File: src/rtl/ctcgd_pkg.sv
`timescale 1ns / 1ps
`default_nettype none
package ctcgd_pkg;

  // Sizing limits of the decoder
  localparam int MAX_CLASSES = 32768;
  localparam int MAX_STEPS   = 1024;

  // Field widths
  localparam int ScoreW = 16;
  localparam int IdW    = 15;
  localparam int SumW   = 27;
  localparam int TallyW = 11;

  // Saturation limits of the column counter and the token tally
  localparam int ColLimit   = ((MAX_CLASSES - 1) < 32767) ? (MAX_CLASSES - 1) : 32767;
  localparam int TallyLimit = (MAX_STEPS < 2047) ? MAX_STEPS : 2047;

  // Command queue between front and back
  localparam int QueueDepth = 4;

  // Divider runs one quotient bit per cycle
  localparam int DivSteps = SumW;
  localparam int DivCntW  = $clog2(DivSteps);

  localparam logic signed [ScoreW-1:0] SCORE_MIN = 16'sh8000;

  typedef enum logic {
    KIND_TOKEN   = 1'b0,
    KIND_SUMMARY = 1'b1
  } result_kind_e;

  typedef enum logic [1:0] {
    BK_IDLE,
    BK_TOKEN,
    BK_DIV,
    BK_SUMMARY
  } back_state_e;

  // One queued command: an optional token and an optional sequence summary
  typedef struct packed {
    logic                     tok_valid;
    logic [IdW-1:0]           tok_id;
    logic signed [ScoreW-1:0] tok_score;
    logic                     sum_valid;
    logic signed [SumW-1:0]   score_total;
    logic [TallyW-1:0]        tally;
  } cmd_t;

endpackage
`default_nettype wire

File: src/rtl/ctcgd_front.sv
`timescale 1ns / 1ps
`default_nettype none
module ctcgd_front import ctcgd_pkg::*; (
  input  wire logic                     clk_i,
  input  wire logic                     rst_ni,
  input  wire logic                     in_valid_i,
  output logic                          in_stall_o,
  input  wire logic signed [ScoreW-1:0] class_score_i,
  input  wire logic                     row_end_i,
  input  wire logic                     sequence_end_i,
  input  wire logic                     cfg_valid_i,
  output logic                          cfg_ready_o,
  input  wire logic [IdW-1:0]           cfg_data_i,
  input  wire logic                     q_full_i,
  output logic                          q_push_o,
  output cmd_t                          q_cmd_o
);

  localparam logic [IdW-1:0]    ColLim   = IdW'(ColLimit);
  localparam logic [TallyW-1:0] TallyLim = TallyW'(TallyLimit);

  logic [IdW-1:0]           dict_q, dict_d;
  logic signed [ScoreW-1:0] best_q, best_d;
  logic [IdW-1:0]           bidx_q, bidx_d;
  logic [IdW-1:0]           col_q, col_d;
  logic [IdW-1:0]           prev_q, prev_d;
  logic signed [SumW-1:0]   sum_q, sum_d;
  logic [TallyW-1:0]        tally_q, tally_d;

  logic                     accept;
  logic                     row_done;
  logic                     greater;
  logic signed [ScoreW-1:0] new_best;
  logic [IdW-1:0]           new_idx;
  logic [IdW-1:0]           tok_id;
  logic                     tok_ok;
  logic                     count_ok;
  logic signed [SumW-1:0]   sum_next;
  logic [TallyW-1:0]        tally_next;

  assign in_stall_o  = q_full_i;
  assign cfg_ready_o = 1'b1;
  assign accept      = in_valid_i && !q_full_i;
  assign row_done    = row_end_i || sequence_end_i;

  // Running maximum; strict compare keeps the first column on a tie
  assign greater  = class_score_i > best_q;
  assign new_best = greater ? class_score_i : best_q;
  assign new_idx  = greater ? col_q : bidx_q;

  // Classify the row: drop repeats, blanks and ids outside the dictionary
  assign tok_id   = new_idx - IdW'(1);
  assign tok_ok   = row_done && (new_idx != prev_q) && (new_idx != '0) && (tok_id < dict_q);
  assign count_ok = tok_ok && (tally_q < TallyLim);

  assign sum_next   = count_ok ? (sum_q + {{(SumW-ScoreW){new_best[ScoreW-1]}}, new_best})
                               : sum_q;
  assign tally_next = count_ok ? (tally_q + TallyW'(1)) : tally_q;

  // Build the queue command
  always_comb begin
    q_push_o            = accept && (tok_ok || sequence_end_i);
    q_cmd_o.tok_valid   = tok_ok;
    q_cmd_o.tok_id      = tok_id;
    q_cmd_o.tok_score   = new_best;
    q_cmd_o.sum_valid   = sequence_end_i;
    q_cmd_o.score_total = sum_next;
    q_cmd_o.tally       = tally_next;
  end

  // Next state of the row and sequence trackers
  always_comb begin
    dict_d  = cfg_valid_i ? cfg_data_i : dict_q;
    best_d  = best_q;
    bidx_d  = bidx_q;
    col_d   = col_q;
    prev_d  = prev_q;
    sum_d   = sum_q;
    tally_d = tally_q;
    if (accept) begin
      if (row_done) begin
        best_d = SCORE_MIN;
        bidx_d = '0;
        col_d  = '0;
        if (new_idx != prev_q) begin
          prev_d = new_idx;
        end
      end else begin
        best_d = new_best;
        bidx_d = new_idx;
        col_d  = (col_q < ColLim) ? (col_q + IdW'(1)) : col_q;
      end
      sum_d   = sum_next;
      tally_d = tally_next;
      if (sequence_end_i) begin
        prev_d  = '0;
        sum_d   = '0;
        tally_d = '0;
      end
    end
  end

  always_ff @(posedge clk_i or negedge rst_ni) begin
    if (!rst_ni) begin
      dict_q  <= '1;
      best_q  <= SCORE_MIN;
      bidx_q  <= '0;
      col_q   <= '0;
      prev_q  <= '0;
      sum_q   <= '0;
      tally_q <= '0;
    end else begin
      dict_q  <= dict_d;
      best_q  <= best_d;
      bidx_q  <= bidx_d;
      col_q   <= col_d;
      prev_q  <= prev_d;
      sum_q   <= sum_d;
      tally_q <= tally_d;
    end
  end

endmodule
`default_nettype wire

File: src/rtl/ctcgd_fifo.sv
`timescale 1ns / 1ps
`default_nettype none
module ctcgd_fifo import ctcgd_pkg::*; (
  input  wire logic clk_i,
  input  wire logic rst_ni,
  input  wire logic push_i,
  input  wire cmd_t data_i,
  input  wire logic pop_i,
  output cmd_t      data_o,
  output logic      full_o,
  output logic      empty_o
);

  localparam int PtrW = $clog2(QueueDepth);
  localparam int CntW = $clog2(QueueDepth + 1);

  cmd_t            mem_q [QueueDepth];
  logic [PtrW-1:0] wr_ptr_q, wr_ptr_d;
  logic [PtrW-1:0] rd_ptr_q, rd_ptr_d;
  logic [CntW-1:0] cnt_q, cnt_d;

  assign full_o  = (cnt_q == CntW'(QueueDepth));
  assign empty_o = (cnt_q == '0);
  assign data_o  = mem_q[rd_ptr_q];

  // Advance pointers and occupancy
  always_comb begin
    wr_ptr_d = push_i ? (wr_ptr_q + PtrW'(1)) : wr_ptr_q;
    rd_ptr_d = pop_i ? (rd_ptr_q + PtrW'(1)) : rd_ptr_q;
    cnt_d    = cnt_q;
    if (push_i && !pop_i) begin
      cnt_d = cnt_q + CntW'(1);
    end else if (!push_i && pop_i) begin
      cnt_d = cnt_q - CntW'(1);
    end
  end

  always_ff @(posedge clk_i or negedge rst_ni) begin
    if (!rst_ni) begin
      wr_ptr_q <= '0;
      rd_ptr_q <= '0;
      cnt_q    <= '0;
    end else begin
      wr_ptr_q <= wr_ptr_d;
      rd_ptr_q <= rd_ptr_d;
      cnt_q    <= cnt_d;
    end
  end

  // Store the pushed command
  always_ff @(posedge clk_i) begin
    if (push_i) begin
      mem_q[wr_ptr_q] <= data_i;
    end
  end

  a_no_overflow: assert property (@(posedge clk_i) disable iff (!rst_ni)
    push_i |-> !full_o)
    else $error("command pushed into a full queue");

  a_no_underflow: assert property (@(posedge clk_i) disable iff (!rst_ni)
    pop_i |-> !empty_o)
    else $error("command popped from an empty queue");

  a_full_not_empty: assert property (@(posedge clk_i) disable iff (!rst_ni)
    !(full_o && empty_o))
    else $error("queue flagged full and empty at once");

endmodule
`default_nettype wire

File: src/rtl/ctcgd_back.sv
`timescale 1ns / 1ps
`default_nettype none
module ctcgd_back import ctcgd_pkg::*; (
  input  wire logic               clk_i,
  input  wire logic               rst_ni,
  input  wire logic               q_empty_i,
  input  wire cmd_t               q_cmd_i,
  output logic                    q_pop_o,
  output logic                    out_valid_o,
  input  wire logic               out_stall_i,
  output logic                    result_kind_o,
  output logic [IdW-1:0]          token_id_o,
  output logic signed [ScoreW-1:0] token_score_o,
  output logic signed [ScoreW-1:0] average_confidence_o,
  output logic [TallyW-1:0]       accepted_count_o,
  output logic                    last_o
);

  back_state_e state_q, state_d;
  cmd_t        cmd_q;
  cmd_t        div_src;

  // Output register
  logic                     out_valid_q;
  result_kind_e             out_kind_q;
  logic [IdW-1:0]           out_id_q;
  logic signed [ScoreW-1:0] out_score_q;
  logic signed [ScoreW-1:0] out_avg_q;
  logic [TallyW-1:0]        out_count_q;
  logic                     out_last_q;
  logic                     out_free;

  // Restoring divider
  logic [SumW-1:0]    quo_q;
  logic [TallyW-1:0]  rem_q;
  logic [TallyW-1:0]  dvs_q;
  logic [DivCntW-1:0] cnt_q;
  logic               neg_q;
  logic               zero_q;
  logic [TallyW:0]    trial;
  logic               fits;
  logic [SumW-1:0]    quo_signed;
  logic signed [ScoreW-1:0] avg;

  logic load_tok, load_sum, div_start, div_step;

  assign out_free = !out_valid_q || !out_stall_i;
  assign div_src  = q_pop_o ? q_cmd_i : cmd_q;

  // Next state
  always_comb begin
    state_d = state_q;
    unique case (state_q)
      BK_IDLE: begin
        if (!q_empty_i) begin
          state_d = q_cmd_i.tok_valid ? BK_TOKEN : BK_DIV;
        end
      end
      BK_TOKEN: begin
        if (out_free) begin
          state_d = cmd_q.sum_valid ? BK_DIV : BK_IDLE;
        end
      end
      BK_DIV: begin
        if (cnt_q == '0) begin
          state_d = BK_SUMMARY;
        end
      end
      BK_SUMMARY: begin
        if (out_free) begin
          state_d = BK_IDLE;
        end
      end
      default: state_d = BK_IDLE;
    endcase
  end

  // Control outputs of the sequencer
  always_comb begin
    q_pop_o   = 1'b0;
    load_tok  = 1'b0;
    load_sum  = 1'b0;
    div_start = 1'b0;
    div_step  = 1'b0;
    unique case (state_q)
      BK_IDLE: begin
        q_pop_o   = !q_empty_i;
        div_start = !q_empty_i && !q_cmd_i.tok_valid;
      end
      BK_TOKEN: begin
        load_tok  = out_free;
        div_start = out_free && cmd_q.sum_valid;
      end
      BK_DIV: begin
        div_step = 1'b1;
      end
      BK_SUMMARY: begin
        load_sum = out_free;
      end
      default: ;
    endcase
  end

  always_ff @(posedge clk_i or negedge rst_ni) begin
    if (!rst_ni) begin
      state_q <= BK_IDLE;
    end else begin
      state_q <= state_d;
    end
  end

  // Hold the popped command
  always_ff @(posedge clk_i) begin
    if (q_pop_o) begin
      cmd_q <= q_cmd_i;
    end
  end

  // One quotient bit per cycle on the magnitude of the sum
  assign trial = {rem_q, quo_q[SumW-1]};
  assign fits  = trial >= {1'b0, dvs_q};

  always_ff @(posedge clk_i or negedge rst_ni) begin
    if (!rst_ni) begin
      cnt_q <= '0;
    end else if (div_start) begin
      cnt_q <= DivCntW'(DivSteps - 1);
    end else if (div_step && (cnt_q != '0)) begin
      cnt_q <= cnt_q - DivCntW'(1);
    end
  end

  always_ff @(posedge clk_i) begin
    if (div_start) begin
      quo_q  <= div_src.score_total[SumW-1] ? (-div_src.score_total) : div_src.score_total;
      rem_q  <= '0;
      dvs_q  <= div_src.tally;
      neg_q  <= div_src.score_total[SumW-1];
      zero_q <= (div_src.tally == '0);
    end else if (div_step) begin
      quo_q <= {quo_q[SumW-2:0], fits};
      rem_q <= fits ? TallyW'(trial - {1'b0, dvs_q}) : trial[TallyW-1:0];
    end
  end

  // Truncate toward zero; no tokens gives zero
  assign quo_signed = neg_q ? (-quo_q) : quo_q;
  assign avg        = zero_q ? '0 : quo_signed[ScoreW-1:0];

  // Output register; accepts a new result while the old one leaves
  always_ff @(posedge clk_i or negedge rst_ni) begin
    if (!rst_ni) begin
      out_valid_q <= 1'b0;
    end else if (load_tok || load_sum) begin
      out_valid_q <= 1'b1;
    end else if (!out_stall_i) begin
      out_valid_q <= 1'b0;
    end
  end

  always_ff @(posedge clk_i) begin
    if (load_tok) begin
      out_kind_q  <= KIND_TOKEN;
      out_id_q    <= cmd_q.tok_id;
      out_score_q <= cmd_q.tok_score;
      out_avg_q   <= '0;
      out_count_q <= '0;
      out_last_q  <= !cmd_q.sum_valid;
    end else if (load_sum) begin
      out_kind_q  <= KIND_SUMMARY;
      out_id_q    <= '0;
      out_score_q <= '0;
      out_avg_q   <= avg;
      out_count_q <= cmd_q.tally;
      out_last_q  <= 1'b1;
    end
  end

  assign out_valid_o          = out_valid_q;
  assign result_kind_o        = out_kind_q;
  assign token_id_o           = out_id_q;
  assign token_score_o        = out_score_q;
  assign average_confidence_o = out_avg_q;
  assign accepted_count_o     = out_count_q;
  assign last_o               = out_last_q;

  a_summary_is_last: assert property (@(posedge clk_i) disable iff (!rst_ni)
    (out_valid_q && (out_kind_q == KIND_SUMMARY)) |-> out_last_q)
    else $error("summary result without last");

  a_token_clean: assert property (@(posedge clk_i) disable iff (!rst_ni)
    (out_valid_q && (out_kind_q == KIND_TOKEN)) |-> ((out_avg_q == '0) && (out_count_q == '0)))
    else $error("token result carries summary fields");

  a_div_ends: assert property (@(posedge clk_i) disable iff (!rst_ni)
    ((state_q == BK_DIV) && (cnt_q == '0)) |=> (state_q == BK_SUMMARY))
    else $error("division did not finish into summary");

endmodule
`default_nettype wire

File: src/rtl/ctc_greedy_token_decoder.sv
`timescale 1ns / 1ps
`default_nettype none
// CTC greedy token decoder.
// Input channel: one signed Q4.12 class score per transaction (in_valid_i,
// in_stall_o), with row_end_i on the last score of a time step and
// sequence_end_i on the last score of the sequence. Scores are taken one per
// cycle while the four-entry command queue has room.
// Output channel (out_valid_o, out_stall_i): token results and an
// end-of-sequence summary; last_o marks the final result of an input item.
// A token goes from its row-end score through the command queue and the
// back end's command register into the output register. A summary first
// needs a bit-serial division in the back end; the divider sets the summary
// rate, and the queue lets scores keep flowing meanwhile until it fills.
// Configuration: one write channel (cfg_valid_i, cfg_ready_o, cfg_data_i)
// sets the dictionary size; write it only while the decoder is idle.
// Reset clears the row and sequence state, empties the queue and sets the
// dictionary size to 32767. When the receiver stalls, the result is held in
// the output register, the queue fills and then in_stall_o rises.
module ctc_greedy_token_decoder import ctcgd_pkg::*; (
  input  wire logic                     clk_i,
  input  wire logic                     rst_ni,
  input  wire logic                     in_valid_i,
  output logic                          in_stall_o,
  input  wire logic signed [ScoreW-1:0] class_score_i,
  input  wire logic                     row_end_i,
  input  wire logic                     sequence_end_i,
  input  wire logic                     cfg_valid_i,
  output logic                          cfg_ready_o,
  input  wire logic [IdW-1:0]           cfg_data_i,
  output logic                          out_valid_o,
  input  wire logic                     out_stall_i,
  output logic                          result_kind_o,
  output logic [IdW-1:0]                token_id_o,
  output logic signed [ScoreW-1:0]      token_score_o,
  output logic signed [ScoreW-1:0]      average_confidence_o,
  output logic [TallyW-1:0]             accepted_count_o,
  output logic                          last_o
);

  logic q_full, q_empty, q_push, q_pop;
  cmd_t q_wr_cmd, q_rd_cmd;

  ctcgd_front u_front (
    .clk_i          (clk_i),
    .rst_ni         (rst_ni),
    .in_valid_i     (in_valid_i),
    .in_stall_o     (in_stall_o),
    .class_score_i  (class_score_i),
    .row_end_i      (row_end_i),
    .sequence_end_i (sequence_end_i),
    .cfg_valid_i    (cfg_valid_i),
    .cfg_ready_o    (cfg_ready_o),
    .cfg_data_i     (cfg_data_i),
    .q_full_i       (q_full),
    .q_push_o       (q_push),
    .q_cmd_o        (q_wr_cmd)
  );

  ctcgd_fifo u_fifo (
    .clk_i   (clk_i),
    .rst_ni  (rst_ni),
    .push_i  (q_push),
    .data_i  (q_wr_cmd),
    .pop_i   (q_pop),
    .data_o  (q_rd_cmd),
    .full_o  (q_full),
    .empty_o (q_empty)
  );

  ctcgd_back u_back (
    .clk_i                (clk_i),
    .rst_ni               (rst_ni),
    .q_empty_i            (q_empty),
    .q_cmd_i              (q_rd_cmd),
    .q_pop_o              (q_pop),
    .out_valid_o          (out_valid_o),
    .out_stall_i          (out_stall_i),
    .result_kind_o        (result_kind_o),
    .token_id_o           (token_id_o),
    .token_score_o        (token_score_o),
    .average_confidence_o (average_confidence_o),
    .accepted_count_o     (accepted_count_o),
    .last_o               (last_o)
  );

endmodule
`default_nettype wire

File: config.mk
export PLATFORM = sky130hd
export DESIGN_NAME = ctc_greedy_token_decoder
export DESIGN_NICKNAME = d
export VERILOG_FILES = /design/src/rtl/ctcgd_pkg.sv /design/src/rtl/ctcgd_front.sv /design/src/rtl/ctcgd_fifo.sv /design/src/rtl/ctcgd_back.sv /design/src/rtl/ctc_greedy_token_decoder.sv
export SDC_FILE = /design/constraint.sdc
export NUM_CORES = 1
export LEC_CHECK = 0
export ABC_AREA = 1
export BUFFER_PORTS_ARGS = -buffer_cell sky130_fd_sc_hd__clkbuf_2
export CORE_MARGIN = 4
export CORE_UTILIZATION = 41
export DETAILED_ROUTE_END_ITERATION = 8
export SYNTH_ARGS = -nofsm -noshare
export SYNTH_HDL_FRONTEND = slang
export SYNTH_HIERARCHICAL = 1
export SYNTH_SLANG_ARGS = --single-unit
export TNS_END_PERCENT = 10
File: constraint.sdc
create_clock -name clk_i -period 8.2 [get_ports clk_i]
set_clock_uncertainty 0.05 [all_clocks]
set_input_delay 1.23 -clock clk_i [delete_from_list [all_inputs] [get_ports clk_i]]
set_output_delay 1.23 -clock clk_i [all_outputs]
set_load 0.05 [all_outputs]
==> metrics.log <==
INFO  metric run_status = finished, final reports clean
INFO  metric finalHoldViolations = 0
INFO  metric total_power_per_unit_cell_area = 471 nW/um2
INFO  metric setup.worst_path.end_class = flip-flop
INFO  metric hpwlAfterDp = 44500 um
INFO  metric syn_area = 29600 um2
INFO  metric final_net_count = 3271
INFO  metric finalCriticalPeriod = 6.43 ns
INFO  metric synth_cell_types = 62
INFO  metric hold_buffers = 0
INFO  metric cap_violations = 0
INFO  metric tightest_slew = 1.11 ns
INFO  metric clk_latency = 0.61 ns
INFO  metric grt.overflow.total = 0
INFO  metric number_of_levels_in_the_clock_h_tree = 3
INFO  metric final-setup-viol-count = 0
INFO  metric first_global_vias = 19.4k
INFO  metric timing.hold.worst.class = flip-flop to flip-flop
INFO  metric post_layout_nonfiller_instances = 4151
INFO  metric route.antenna.remaining_nets = 0
INFO  metric chip_height = 276 um
INFO  metric antenna_found_initial = 3
INFO  metric num_rows = 98
INFO  metric setup_repair_after_global_routing_missed_its_margin = no
INFO  metric syn-instance-count = 3083
INFO  metric insertedDiodeCount = 0
INFO  metric synth-edff-count = 388
INFO  metric worst_setup_path_start_kind = primary input
INFO  metric synthesis.yosys.warnings = 6
INFO  metric fin_tns_setup = 0 ns
INFO  metric groute.usage.overall = 0.175
INFO  metric synth-async-reset-ratio = 0.217
INFO  metric portBuffers = 99
INFO  metric initial_utilization = 0.413
INFO  metric critPathMaxStageDelay = 0.45 ns
INFO  metric maximum_number_of_pins_on_one_net_before_global_route_repair = 135
INFO  metric cts-root-buf = sky130_fd_sc_hd__clkbuf_16
INFO  metric worst_ep_arrival_time = 6.67 ns
INFO  metric final.period_utilization = 0.784
INFO  metric dieArea = 76400 um2
INFO  metric clock.fmax = 155 MHz
INFO  metric area_growth_syn_to_layout = 11.0%
INFO  metric placedCellCount = 4032
INFO  metric report.final.slew_viol_count = 0
INFO  metric gp_congestion = 0.850
INFO  metric timing.critical_path.slowest_stage_cell = sky130_fd_sc_hd__clkinv_2
INFO  metric clock_sinks = 594
INFO  metric timing.critical_path.required = 8.43 ns
INFO  metric core-area = 71500 um2
INFO  metric boundary_pin_count = 101
INFO  metric cts_inserted_buffers = 66
INFO  metric max-slew-margin-rel = 0.261
INFO  metric detailedRoute.firstIterationViolations = 1503
INFO  metric power.static_leakage = 14.4 nW
INFO  metric timing.critical_path.fanout_max = 27
INFO  metric critical_path.most_common_cell = sky130_fd_sc_hd__nand2_1
INFO  metric dieWidth = 276 um
INFO  metric ratio_of_routed_vias_to_standard_cells = 4.96
INFO  metric cts.clk_slew.worst_paths = 0.06 ns
INFO  metric post_synth.cell_area_avg = 9.59 um2
INFO  metric postCtsResizedCells = 0
INFO  metric wl_per_cell = 16.3 um
INFO  metric worst_ir_drop_vdd = 0.236 mV
INFO  metric detailroute.via_count = 20.6k
INFO  metric yosysSeqAreaShare = 0.556
INFO  metric route.final.wire_length = 67700 um
INFO  metric yosys_most_used_dff = sky130_fd_sc_hd__edfxtp_1
INFO  metric drcViolationCount = 0
INFO  metric drt_pre_antenna_iters = 7
INFO  metric tritoncts_clock_tree = built
INFO  metric cts_max_path_buffers = 3
INFO  metric grt_pass1_wl = 108000 um
INFO  metric synth_fp_nets = 3204
INFO  metric drive_above_1_share = 0.129
INFO  metric postSynthRegisterBits = 594
INFO  metric cts_setup_buffers = 0
INFO  metric setup.worst_path.class = primary input to flip-flop
## routing by layer
metal	vias up	routed length [um]	GRT usage	share of wire
met5	-	11	0	0.00016
met1	9645	32300	0.250	0.48
met2	452	30300	0.275	0.45
met3	100	3620	0.0308	0.053
li1	10400	-	-	-
met4	2	1540	0.0479	0.023
## cell type report
type / count / area [um2]
clock buffers: 89 / 1850
flip-flops and latches: 594 / 16400
fillers: 6728 / 38700
well taps: 950 / 1190
multi-input cells: 1925 / 10600
clock inverters: 30 / 363
repair buffers: 125 / 759
inverters: 438 / 1650
## power breakdown
| group | switching, W | internal, W |
|---|---|---|
| combinational | 0.00497 | 0.00205 |
| clock | 0.00121 | 0.00181 |
| sequential | 0.000515 | 0.00489 |
| total | 0.00669 | 0.00876 |
## through the flow
step                      cell area [um2]  hold WS [ns]  setup WS, ns  utilization  total power (W)
after global placement              30600         0.386          1.34        0.428           0.0124
final                               32800         0.402          1.77        0.459           0.0155
after CTS                           32800         0.404          1.81        0.459           0.0156
after detailed placement            30600         0.392          1.20        0.428           0.0125
after floorplan                     29600         0.389          1.14            -           0.0108
after global routing                32800         0.411          1.28        0.459           0.0167
## critical path, delay by kind of cell
family	cells	cell delay, ns
AND/OR/NAND/NOR	16	2.32
buffers and inverters	5	1.18
XOR/XNOR	1	0.23
adder cells (fa/ha/maj)	3	0.86
AO/OA/AOI/OAI	5	0.80
## path summary, 6_finish.rpt
| path | startpoint | endpoint | slack (ns) | cells past startpoint |
|---|---|---|---|---|
| max in group asynchronous | rst_ni | u_front/sum_q[6] | 6.11 | 2 |
| min in group asynchronous | rst_ni | u_front/prev_q[3] | 0.65 | 1 |
| hold reg to reg | u_back/average_confidence_o[6] | u_back/average_confidence_o[6] | 0.40 | 2 |
| setup / recovery | class_score_i[7] | u_fifo/mem_q[0][12] | 1.77 | 30 |
| setup reg to reg | u_front/best_q[15] | u_fifo/mem_q[0][12] | 1.93 | 28 |
| hold / removal | u_back/average_confidence_o[6] | u_back/average_confidence_o[6] | 0.40 | 2 |
## cells in the mapped netlist (16+ instances only)
library cell	count	area, um2
sky130_fd_sc_hd__a21oi_1	77	385
sky130_fd_sc_hd__buf_2	39	195
sky130_fd_sc_hd__buf_6	23	259
sky130_fd_sc_hd__clkbuf_1	35	131
sky130_fd_sc_hd__dfrtp_1	113	2830
sky130_fd_sc_hd__dfstp_2	16	420
sky130_fd_sc_hd__dfxtp_1	77	1540
sky130_fd_sc_hd__edfxtp_1	388	11700
sky130_fd_sc_hd__ha_1	80	1000
sky130_fd_sc_hd__inv_1	429	1610
sky130_fd_sc_hd__nand2_1	831	3120
sky130_fd_sc_hd__nand2_2	59	369
sky130_fd_sc_hd__nand3_1	151	756
sky130_fd_sc_hd__nand3b_1	35	263
sky130_fd_sc_hd__nand4_1	36	225
sky130_fd_sc_hd__nor2_1	153	574
sky130_fd_sc_hd__nor3_1	19	95.1
sky130_fd_sc_hd__o211ai_1	75	563
sky130_fd_sc_hd__o211ai_2	71	888
sky130_fd_sc_hd__o21ai_0	124	621
sky130_fd_sc_hd__o21ai_1	23	115
sky130_fd_sc_hd__o22ai_1	30	188
sky130_fd_sc_hd__xnor2_1	17	149
sky130_fd_sc_hd__xor2_1	48	420
## cells by family after synthesis
kind of cell,count (synthesis),share of synthesized area
xor+xnor,65,0.0193
buf+inv,564,0.0874
compound gates,443,0.105
other cells,1,0.000127
flops,594,0.556
simple gates,1332,0.196
fa+ha+maj,83,0.0359
mux,1,0.000381
## layout by cell type, fill, tap and decap left out, types with 16 or more instances in the layout
| cell | count |
|---|---|
| sky130_fd_sc_hd__edfxtp_1 | 388 |
| sky130_fd_sc_hd__o21ai_1 | 23 |
| sky130_fd_sc_hd__buf_4 | 21 |
| sky130_fd_sc_hd__o21ai_0 | 124 |
| sky130_fd_sc_hd__dfrtp_1 | 111 |
| sky130_fd_sc_hd__o22ai_1 | 30 |
| sky130_fd_sc_hd__clkinv_2 | 16 |
| sky130_fd_sc_hd__a21oi_1 | 77 |
| sky130_fd_sc_hd__dfstp_2 | 16 |
| sky130_fd_sc_hd__dfxtp_1 | 77 |
| sky130_fd_sc_hd__nor2_1 | 150 |
| sky130_fd_sc_hd__nand3b_1 | 35 |
| sky130_fd_sc_hd__inv_1 | 425 |
| sky130_fd_sc_hd__o211ai_1 | 75 |
| sky130_fd_sc_hd__clkbuf_2 | 98 |
| sky130_fd_sc_hd__nor3_1 | 19 |
| sky130_fd_sc_hd__o211ai_2 | 71 |
| sky130_fd_sc_hd__ha_1 | 80 |
| sky130_fd_sc_hd__nand2_2 | 59 |
| sky130_fd_sc_hd__nand3_1 | 151 |
| sky130_fd_sc_hd__nand2_1 | 831 |
| sky130_fd_sc_hd__nand4_1 | 36 |
| sky130_fd_sc_hd__clkbuf_16 | 68 |
| sky130_fd_sc_hd__xor2_1 | 48 |
| sky130_fd_sc_hd__xnor2_1 | 17 |
## flip-flops by register name (all words and copies together) (netlist names), 2 cells and up
signal,count
u_back/accepted_count_o,11
u_back/average_confidence_o,16
u_back/cmd_q,70
u_back/cnt_q,5
u_back/dvs_q,11
u_back/quo_q,27
u_back/rem_q,11
u_back/state_q,2
u_back/token_id_o,15
u_back/token_score_o,16
u_fifo/cnt_q,3
u_fifo/mem_q,284
u_fifo/rd_ptr_q,2
u_fifo/wr_ptr_q,2
u_front/best_q,16
u_front/bidx_q,15
u_front/col_q,15
u_front/dict_q,15
u_front/prev_q,15
u_front/sum_q,27
u_front/tally_q,11
No activity file was read; power rests on OpenSTA's default activity.
